--- src/rtl/rlq_pkg.sv ---
// Package for the retransmission level queues: sizes, operation and status codes,
// and the entry, control and status types shared by the cell, queue and top level.
// No dependencies.
package rlq_pkg;

    localparam int QUEUE_DEPTH = 16;
    localparam int HANDLE_BITS = 16;
    localparam int SIZE_BITS   = 16;
    localparam int CNT_BITS    = $clog2(QUEUE_DEPTH + 1);
    localparam int NUM_Q       = 5;
    localparam int QSEL_BITS   = 3;

    localparam logic [7:0] CRYPTO_TYPE = 8'h06;

    localparam logic [QSEL_BITS-1:0] Q_INIT_PLAIN  = 3'd0;
    localparam logic [QSEL_BITS-1:0] Q_INIT_CRYPTO = 3'd1;
    localparam logic [QSEL_BITS-1:0] Q_HS_PLAIN    = 3'd2;
    localparam logic [QSEL_BITS-1:0] Q_HS_CRYPTO   = 3'd3;
    localparam logic [QSEL_BITS-1:0] Q_APP         = 3'd4;

    typedef enum logic [2:0] {
        FUNC_ADD_INIT = 3'd0,
        FUNC_ADD_HS   = 3'd1,
        FUNC_ADD_APP  = 3'd2,
        FUNC_GET_INIT = 3'd3,
        FUNC_GET_HS   = 3'd4,
        FUNC_GET_APP  = 3'd5,
        FUNC_DROP     = 3'd6,
        FUNC_NOP      = 3'd7
    } func_t;

    typedef enum logic [1:0] {
        ST_OK        = 2'd0,
        ST_FULL      = 2'd1,
        ST_BAD_LEVEL = 2'd2
    } status_t;

    localparam logic [1:0] LVL_INIT = 2'd0;
    localparam logic [1:0] LVL_HS   = 2'd1;

    typedef struct packed {
        logic [HANDLE_BITS-1:0] handle;
        logic [SIZE_BITS-1:0]   size;
    } entry_t;

    typedef struct packed {
        logic push;
        logic pop;
        logic flush;
    } q_ctrl_t;

    typedef struct packed {
        logic full;
        logic empty;
        logic pending_next;
    } q_stat_t;

endpackage

--- src/rtl/rlq_cell.sv ---
// One storage cell of a queue row: holds a single entry, loads a new entry
// or takes its upper neighbour's entry when the row shifts. Uses rlq_pkg.
module rlq_cell (
    input  logic            aclk,
    input  logic            load_en,
    input  logic            shift_en,
    input  rlq_pkg::entry_t load_data,
    input  rlq_pkg::entry_t shift_data,
    output rlq_pkg::entry_t data_q
);

    rlq_pkg::entry_t data_reg;
    rlq_pkg::entry_t data_next;

    always_comb begin
        data_next = data_reg;
        if (load_en) begin
            data_next = load_data;
        end else if (shift_en) begin
            data_next = shift_data;
        end
    end

    always_ff @(posedge aclk) begin
        data_reg <= data_next;
    end

    assign data_q = data_reg;

endmodule

--- src/rtl/rlq_queue.sv ---
// One FIFO built as a row of rlq_cell with the oldest entry always in cell 0,
// plus its fill count. Uses rlq_pkg and rlq_cell.
module rlq_queue (
    input  logic              aclk,
    input  logic              aresetn,
    input  rlq_pkg::q_ctrl_t  ctrl,
    input  rlq_pkg::entry_t   push_entry,
    output rlq_pkg::entry_t   head,
    output rlq_pkg::q_stat_t  stat
);

    logic [rlq_pkg::CNT_BITS-1:0] count_reg;
    logic [rlq_pkg::CNT_BITS-1:0] count_next;
    logic                         full;
    logic                         empty;
    rlq_pkg::entry_t              cell_data [rlq_pkg::QUEUE_DEPTH];

    assign full  = (count_reg == rlq_pkg::CNT_BITS'(rlq_pkg::QUEUE_DEPTH));
    assign empty = (count_reg == '0);

    always_comb begin
        count_next = count_reg;
        if (ctrl.flush) begin
            count_next = '0;
        end else if (ctrl.push && !full) begin
            count_next = count_reg + 1'b1;
        end else if (ctrl.pop && !empty) begin
            count_next = count_reg - 1'b1;
        end
    end

    always_ff @(posedge aclk) begin
        if (!aresetn) begin
            count_reg <= '0;
        end else begin
            count_reg <= count_next;
        end
    end

    // A push fills the first free cell; a pop moves every cell one place towards cell 0.
    for (genvar i = 0; i < rlq_pkg::QUEUE_DEPTH; i++) begin : g_cell
        rlq_pkg::entry_t upper;
        if (i == rlq_pkg::QUEUE_DEPTH - 1) begin : g_last
            assign upper = '0;
        end else begin : g_mid
            assign upper = cell_data[i+1];
        end
        rlq_cell u_cell (
            .aclk       (aclk),
            .load_en    (ctrl.push && !full && (count_reg == rlq_pkg::CNT_BITS'(i))),
            .shift_en   (ctrl.pop && !empty),
            .load_data  (push_entry),
            .shift_data (upper),
            .data_q     (cell_data[i])
        );
    end

    assign head              = cell_data[0];
    assign stat.full         = full;
    assign stat.empty        = empty;
    assign stat.pending_next = (count_next != '0);

endmodule

--- config.mk ---
export PLATFORM = sky130hd
export DESIGN_NAME = rlq_queue
export DESIGN_NICKNAME = d
export VERILOG_FILES = /design/src/rtl/rlq_pkg.sv /design/src/rtl/rlq_cell.sv /design/src/rtl/rlq_queue.sv
export SDC_FILE = /design/constraint.sdc
export NUM_CORES = 1
export LEC_CHECK = 0
export ABC_AREA = 1
export CAP_MARGIN = 10
export CORE_MARGIN = 10
export CORE_UTILIZATION = 60
export DETAILED_ROUTE_END_ITERATION = 8
export DONT_BUFFER_PORTS = 1
export GPL_ROUTABILITY_DRIVEN = 0
export PLACE_DENSITY = 0.84
export SLEW_MARGIN = 10
export SYNTH_ARGS = -nofsm -noshare
export SYNTH_HDL_FRONTEND = slang
export SYNTH_SLANG_ARGS = --single-unit
export TNS_END_PERCENT = 50
--- constraint.sdc ---
create_clock -name aclk -period 3.09 [get_ports aclk]
set_clock_uncertainty 0.15 [all_clocks]
set_input_delay 0.1545 -clock aclk [delete_from_list [all_inputs] [get_ports aclk]]
set_output_delay 0.1545 -clock aclk [all_outputs]
set_load 0.005 [all_outputs]
# Word level (Yosys, flattened, before mapping)

Cells that the tools add are included.

Flip-flop bits (word level): 517
Logic and storage cells: 124
Input port bits: 37
Bits in latches: 0
Output and inout port bits: 35
Memories: 0
Bits in read-only memories: 0
Bits in writable memories: 0

Bitwise gates (word level): 0
Magnitude comparators: 0
Eq/ne operators: 16
Muxes and demuxes: 35
Reduce and logical (&&, ||, !) cells: 38
Add/subtract/negate cells: 2
$mul: 0
Shift operators: 0
Div/mod/pow operators: 0

Operator list:

| cell                  | count |
|---|---|
| $mux W32              | 32 |
| $eq A5 B4 Y1 const B  | 8 |
| $reduce_bool A2 Y1    | 16 |
| $eq A5 B3 Y1 const B  | 4 |
| $logic_and A1 B1 Y1   | 18 |
| $mux W5               | 3 |
| $eq A5 B2 Y1 const B  | 2 |
| $add A5 B1 Y5 const B | 1 |
| $eq A5 B1 Y1 const B  | 1 |
| $eq A5 B5 Y1 const B  | 1 |
| $logic_not A5 Y1      | 1 |
| $reduce_bool A5 Y1    | 1 |
| $sub A5 B1 Y5 const B | 1 |
| $logic_not A1 Y1      | 2 |

# Logic depth before layout (Yosys ltp)

Gate-level depths: netlist of run 1.

Depth in word-level cells: 7
Depth in mapped cells: 13
Depth with buffers taken out: 13

# Modules after synthesis

Synthesis of run 1 repeated with hierarchy kept, for this count alone.

Cells, all modules: 2314
Area total of the unflattened synthesis: 23115.9 sq um

By module, submodules not included:

| module    | instances | area each (sq um) | seq. area each (sq um) | cells an instance |
|---|---|---|---|---|
| rlq_cell  | 16        | 1401.3            | 960.9                  | 137 |
| rlq_queue | 1         | 694.4             | 100.1                  | 122 |

# Worst setup path before layout of run 1

OpenSTA, ideal clock, no wires.

Path type: reg2reg
Start point: register count_reg[0] (netlist name)
End point: register g_cell[0].u_cell.data_reg (netlist bit g_cell[0].u_cell.data_q[0]) (enable)
Data arrival time: 2.141 ns
Setup slack: 0.322 ns
Library setup time: 0.478 ns
Cell stages (with the launch flop): 10
Required time: 2.462 ns
Path buffers: 2
Clock period less this slack: 2.768 ns
Cells stage by stage: dfxtp_1 > inv_1 > ha_1 > inv_1 > nor2_1 > nand2_1 > nand2_1 > buf_2 > buf_1 > nand2_1

Word-level cells in the longest chain between the ends: 5
Elaborated cells between the ends (all ways): 8
Those cells by class: eq/ne (1); reduce/logical (7)

RTL lines:

| what                                  | line            | source |
|---|---|---|
| from (decl)                           | rlq_queue.sv:12 | `logic [rlq_pkg::CNT_BITS-1:0] count_reg;` |
| from (signal assigned)                | rlq_queue.sv:36 | `count_reg <= count_next;` |
| $eq A5 B5 Y1                          | rlq_queue.sv:18 | `assign full = (count_reg == rlq_pkg::CNT_BITS'(rlq_pkg::QUEUE_DEPTH));` |
| $logic_not A1 Y1                      | rlq_queue.sv:50 | `.load_en (ctrl.push && !full && (count_reg == rlq_pkg::CNT_BITS'(i))),` |
| $logic_and A1 B1 Y1 (2 in a row)      | rlq_queue.sv:50 |  |
| $reduce_bool A2 Y1 (no source line) * | -               |  |
| to (signal assigned)                  | rlq_cell.sv:25  | `data_reg <= data_next;` |
| to (decl)                             | rlq_cell.sv:12  | `rlq_pkg::entry_t data_reg;` |

Mark *: on every way between the ends. The rest lies on a longest branch, timed or not.
A chain may end at the register's enable or synchronous reset.

==> metrics.md, run 1 <==
| Metric | Value |
|---|---|
| Crit Path Max Fanout | 7 |
| Top post-synthesis cells by area | edfxtp_1 71%, nand2_1 9.3%, o21ai_1 5.9% |
| TritonCTS clock tree | built |
| Post-synthesis cell count | between 1500 and 2000 |
| I/O Buffers | 0 |
| Yosys top cell by area | edfxtp_1 |
| Inserted Diodes | 0 |
| GRT Total Usage | 16.00% |
| Slew Limit Fails | 0 |
| Avg Cell Area, Syn | approximately 12 um^2 |
| CP Capture Type | primary output |
| Critical Path Source | count_reg[1] |
| Max-Cap Viols | 0 |
| Later-pin clock latency in the skew report | ~0.56 ns |
| Startpoint Class | flop |
| Worst Path Required | around 2.8 ns |
| Final non-filler cell area | roughly 23000 um^2 |
| Nets@finish | around 1800 |
| Outcome | finished clean |
| Filler cell count | around 2300 |
| Post-route DRC | 0 |
| Hold Vio Cnt, Final | 0 |
| Period utilisation layout | between 90% and 100% |
| Number of flops mapped to enable cells by yosys | approximately 500 |
| Max FFs per register | between 500 and 600 |
| Post-Place Cells | roughly 2200 |
| First-pass GRT wire length | between 50000 and 60000 um |
| Antenna-violating nets left | 0 |
| CORE AREA | between 30000 and 40000 um^2 |
| Worst slew margin | between 50% and 60% |
| Synth Register Bits | between 500 and 600 |
| Top-count cell post-synth | nand2_1 |
| Sink count of the clock tree | roughly 520 |
| Post-DP HPWL | 24290 um |
| Critical path class | flop to primary output |
| Layout cell share with drive strength beyond 1 | ~6.3% |
| Max frequency | 333.8 MHz |
| Area Growth Syn to Fin | 9.092% |
| Setup tns final | 0 ns |
| Ys async rst share | 0% |
| Period minus WS final | ~3 ns |
| Synth cell types | 25 |
| Hold Path Class | input port to flop |
| Non-filler cells, final | between 2000 and 2500 |
| Largest net degree at the start of global routing | 65 |
| Worst Hold Launch | push_entry[18] |
| Routed via count | about 13000 |
| CTS max path bufs | 3 |
| Worst-path clk slew | ~0.060 ns |
| Top post-synthesis cells by count | 531 x nand2_1, 512 x edfxtp_1, 253 x o21ai_1 |
| Tightest Pin Transition | around 0.65 ns |
| Post-synthesis sequential area ratio | approximately 72% |
| Critical path arrival | 2.69 ns |
| Total Wirelength | between 30000 and 40000 um |
| Leakage power | between 9 and 10 nW |
| Initial antenna violation count | 0 |
| Power Dens Cells | around 670 nW/um^2 |
| Row count | a little under 70 |
| YS warnings | 0 |
| Number of CTS-inserted buffers | 50 |
| Vias per inst | approximately 5.6 |
| VDD IR max | about 0.00078 V |
| Post-Syn Area | 21540 um^2 |
| Post-Place Worst Slack | around 0.5 ns |
| Die width | around 210 um |
| Power Total | around 16 mW |
| Number of global-route vias before repair | ~12000 |
| Worst r2r src | count_reg[1] |
| Height of the die | around 210 um |
| Synth Flop Type | edfxtp_1 |
| GRT overflow | 0 |
| Ports | 72 |
| DP Area | roughly 22000 um^2 |
| CTS HTree Levels | 2 |
| Die area | approximately 44000 um^2 |
| Routed len/inst | 15.66 um |
| Area share of the leading cell type in the synthesized netlist | 71.38% |
| Post-route setup slack | approximately 0.095 ns |
| Final setup viols | 0 |
| Initial Util | about 60% |
| Pre-antenna DRT Iters | 5 |
| Clk root buf | clkbuf_16 |
| Net Count, Synth | ~1900 |
| RSZ-0062 raised after global routing | false |
| Initial DRC count | 1262 |
layout by cell type (no fill, tap or decap), drive strengths merged, types with 4 or more instances in the layout:
master / count
nor2: 60
o21ai: 480
nand3: 10
bufinv: 4
inv: 68
ha: 6
nand2: 534
edfxtp: 512
dlygate4sd3: 36
dfxtp: 5
buf: 38
clkinv: 22
clkbuf: 61
report_power, final:
| group | total (mW) | leakage (nW) | switching, mW | internal (mW) |
|---|---|---|---|---|
| Clock | 5.79 | 0.756 | 2.44 | 3.35 |
| Combinational | 1.21 | 3.54 | 0.824 | 0.386 |
| Sequential | 8.75 | 4.80 | 0.185 | 8.56 |
path summary, 6_finish.rpt:
| check | cells after the start | to | slack (ns) |
|---|---|---|---|
| setup / recovery | 12 | stat[0] | 0.09 |
| hold / removal | 2 | g_cell[15].u_cell.data_q[18] | 0.01 |
| setup reg to reg | 11 | count_reg[4] | 0.32 |
| hold reg to reg | 2 | g_cell[2].u_cell.data_q[22] | 0.37 |
worst max-delay path, stage by stage (launching register included):
cell           delay (ns)
dfxtp_2              0.36
inv_1                0.12
ha_2                 0.23
nand3_4              0.09
nand2_4              0.13
inv_1                0.12
nor2_1               0.13
nand2_1              0.06
dlygate4sd3_1        0.57
nand2_1              0.10
nand2_1              0.09
inv_1                0.06
nand2_1              0.06
cells by family after synthesis:
kind of cell    share of synthesized area (%)
buf+inv                                 5.693
simple gates                            10.82
flops                                   71.85
compound gates                          11.21
fa+ha+maj                              0.3485
xor+xnor                              0.08134
layer usage:
metal | part of all wire (%) | global-route usage (%) | vias to the layer above
met5 | 0 | 0 | -
met4 | 2.2 | 5.210 | 0
met2 | 49 | 27.61 | 469
met3 | 7.1 | 2.895 | 70
met1 | 42 | 20.06 | 5998
li1 | - | - | 6327
final cells by class:
| cell class | count | area (um^2) | share of cell area [%] |
|---|---|---|---|
| Timing Repair Buffer | 74 | 787.0 | 3.349 |
| Tap cell | 461 | 576.8 | 2.455 |
| Clock inverter | 29 | 247.7 | 1.054 |
| Clock buffer | 61 | 1314 | 5.591 |
| Inverter | 67 | 251.5 | 1.070 |
| Multi-Input combinational cell | 1096 | 4843 | 20.61 |
| Sequential cell | 517 | 15480 | 65.87 |
per-stage QoR:
step | util, % | hold slack, ns
6_report | 66.22 | 0.01323
5_1_grt | 66.22 | 0.03939
3_3_place_gp | 60.73 | 0.08813
3_5_place_dp | 60.73 | 0.08797
2_1_floorplan | - | 0.08255
4_1_cts | 66.14 | 0.0006609
what timing repair did:
action	4_1_cts	5_1_grt
resized for setup	0	5
hold endpoints to repair	121	0
buffers inserted	0	2
endpoints found under the setup margin	0	1
hold buffers	36	0
No activity file was read; power rests on OpenSTA's default activity.
==> run 2, diff against run 1 <==
--- a/config.mk
+++ b/config.mk
@@ -8,11 +8,11 @@
 export ABC_AREA = 1
 export CAP_MARGIN = 10
 export CORE_MARGIN = 10
-export CORE_UTILIZATION = 60
+export CORE_UTILIZATION = 35
 export DETAILED_ROUTE_END_ITERATION = 8
 export DONT_BUFFER_PORTS = 1
 export GPL_ROUTABILITY_DRIVEN = 0
-export PLACE_DENSITY = 0.84
+export PLACE_DENSITY = 0.57
 export SLEW_MARGIN = 10
 export SYNTH_ARGS = -nofsm -noshare
 export SYNTH_HDL_FRONTEND = slang
==> metrics.md, run 2 (synthesized netlist as in run 1, its figures left out) <==
| Metric | Value |
|---|---|
| Outcome | finished clean |
| Post-DP HPWL | between 20000 and 25000 um |
| Post-Place Worst Slack | 0.5167 ns |
| Nets@finish | ~1900 |
| Clk root buf | clkbuf_16 |
| Pre-antenna DRT Iters | 5 |
| Inserted Diodes | 0 |
| Power Dens Cells | roughly 670 nW/um^2 |
| Final non-filler cell area | 24130 um^2 |
| TritonCTS clock tree | built |
| Max frequency | around 360 MHz |
| Crit Path Max Fanout | 21 |
| Hold Vio Cnt, Final | 0 |
| Routed len/inst | 13.97 um |
| R2R Path End | count_reg[2] |
| Height of the die | ~270 um |
| Hold Path Class | input port to flop |
| Ports | slightly above 70 |
| Vias per inst | around 4.7 |
| Post-Place Cells | ~2500 |
| CORE AREA | 60700 um^2 |
| Non-filler cells, final | about 2600 |
| Period utilisation layout | between 90% and 100% |
| Max-Cap Viols | 0 |
| Number of global-route vias before repair | 11940 |
| Hold Path End | g_cell[15].u_cell.data_q[30] |
| R2R Setup Slk | ~0.5 ns |
| Worst-path clk slew | around 0.06 ns |
| Initial DRC count | 916 |
| Worst slew margin | 48.52% |
| Critical path class | flop to primary output |
| Worst r2r src | count_reg[1] |
| CTS HTree Levels | 2 |
| Tightest Pin Transition | approximately 0.77 ns |
| I/O Buffers | 0 |
| Post-route setup slack | 0.2788 ns |
| Leakage power | approximately 9.2 nW |
| Startpoint Class | flop |
| GRT overflow | 0 |
| VDD IR max | 0.0004000 V |
| Die width | ~270 um |
| Area Growth Syn to Fin | 12.04% |
| Final setup viols | 0 |
| Setup tns final | 0 ns |
| Worst Path Required | roughly 2.8 ns |
| Max FFs per register | 512 |
| Later-pin clock latency in the skew report | slightly below 0.6 ns |
| CTS max path bufs | 3 |
| DP Area | 22040 um^2 |
| Hold path cells | 2 |
| Worst Hold Launch | push_entry[30] |
| CP Capture Type | primary output |
| Most frequent cells in the layout | 530 x nand2_1, 512 x edfxtp_1, 253 x o21ai_1 |
| Sink count of the clock tree | 517 |
| Largest net degree at the start of global routing | 65 |
| Critical path arrival | around 2.5 ns |
| Routed via count | about 12000 |
| Initial Util | 35.49% |
| Die area | ~70000 um^2 |
| First-pass GRT wire length | between 60000 and 70000 um |
| Period minus WS final | about 2.8 ns |
| Row count | 90 |
| Number of CTS-inserted buffers | 53 |
| Antenna-violating nets left | 0 |
| RSZ-0062 raised after global routing | false |
| Filler cell count | roughly 5600 |
| Slew Limit Fails | 0 |
| Total Wirelength | between 30000 and 40000 um |
| Post-route DRC | 0 |
| Commonest non-fill, non-tap cell in the layout | nand2_1 |
| Initial antenna violation count | 1 |
| R2R cell count | 13 |
| GRT Total Usage | around 10% |
| Layout cell share with drive strength beyond 1 | between 6 and 7% |
[run 2: cell count changes in the layout (fill, tap and decap cells not counted), sizes merged]
cell	before	now
buf	38	39
clkbuf	61	69
clkinv	22	27
dlygate4sd3	36	38
clkinvlp	2	0
bufinv	4	6
inv	68	62
[run 2: worst max-delay path: stages (launching register included)]
cell     delay [ns]
dfxtp_1        0.36
inv_1          0.13
ha_1           0.24
inv_1          0.07
nor2_1         0.17
nand2_1        0.15
nand2_1        0.13
buf_12         0.18
nand2_1        0.07
nand2_1        0.07
nand2_1        0.06
nand2_1        0.08
nor2_1         0.04
nor2_1         0.08
nand2_1        0.09
[run 2: cell type report]
cell class | instances | area, um^2 | share of cell area, %
clock inverters | 28 | 285.3 | 1.182
repair buffers | 77 | 873.3 | 3.619
inverters | 67 | 251.5 | 1.042
clock buffers | 69 | 1429 | 5.921
flip-flops and latches | 517 | 15470 | 64.13
well taps | 782 | 978.4 | 4.055
multi-input cells | 1096 | 4840 | 20.05
[run 2: through the flow]
| step | utilization (%) | power [mW] | hold WS (ns) |
|---|---|---|---|
| floorplan | - | 9.675 | 0.08255 |
| CTS | 39.76 | 16.45 | 0.007466 |
| global route | 39.76 | 16.93 | 0.06072 |
| finish | 39.76 | 16.23 | 0.01045 |
| global placement | 36.31 | 10.00 | 0.08619 |
| detailed placement | 36.31 | 10.06 | 0.09029 |
[run 2: worst max-delay path by stage]
stage | startpoint | slack [ns] | cells past startpoint | endpoint
after floorplan | count_reg[0] | 0.32 | 9 | g_cell[0].u_cell.data_q[0]
after global placement | count_reg[0] | 0.61 | 10 | g_cell[2].u_cell.data_q[21]
after detailed placement | count_reg[0] | 0.52 | 10 | g_cell[2].u_cell.data_q[16]
after CTS | count_reg[0] | 0.18 | 14 | stat[0]
after global routing | count_reg[1] | 0.07 | 14 | stat[0]
final | count_reg[1] | 0.28 | 14 | stat[0]
[run 2: routing by layer]
| layer | up-vias | track usage [%] | share of wire [%] |
|---|---|---|---|
| li1 | 6346 | - | - |
| met1 | 5860 | 13.11 | 46 |
| met2 | 192 | 17.45 | 48 |
| met3 | 61 | 1.728 | 4.1 |
| met4 | 0 | 3.725 | 2.2 |
| met5 | - | 0 | 0 |
[run 2: power breakdown]
group,switching (mW),internal [mW],leakage (nW)
sequential,0.173,8.56,4.80
combinational,0.806,0.389,3.59
clock,2.55,3.75,0.840
total,3.53,12.7,9.23
[run 2: repair_timing]
item                                    CTS  global route
hold endpoints to repair                338             0
endpoints found under the setup margin    0             1
hold buffers                             38             0
resized for setup                         0             1
buffers inserted                          0             0
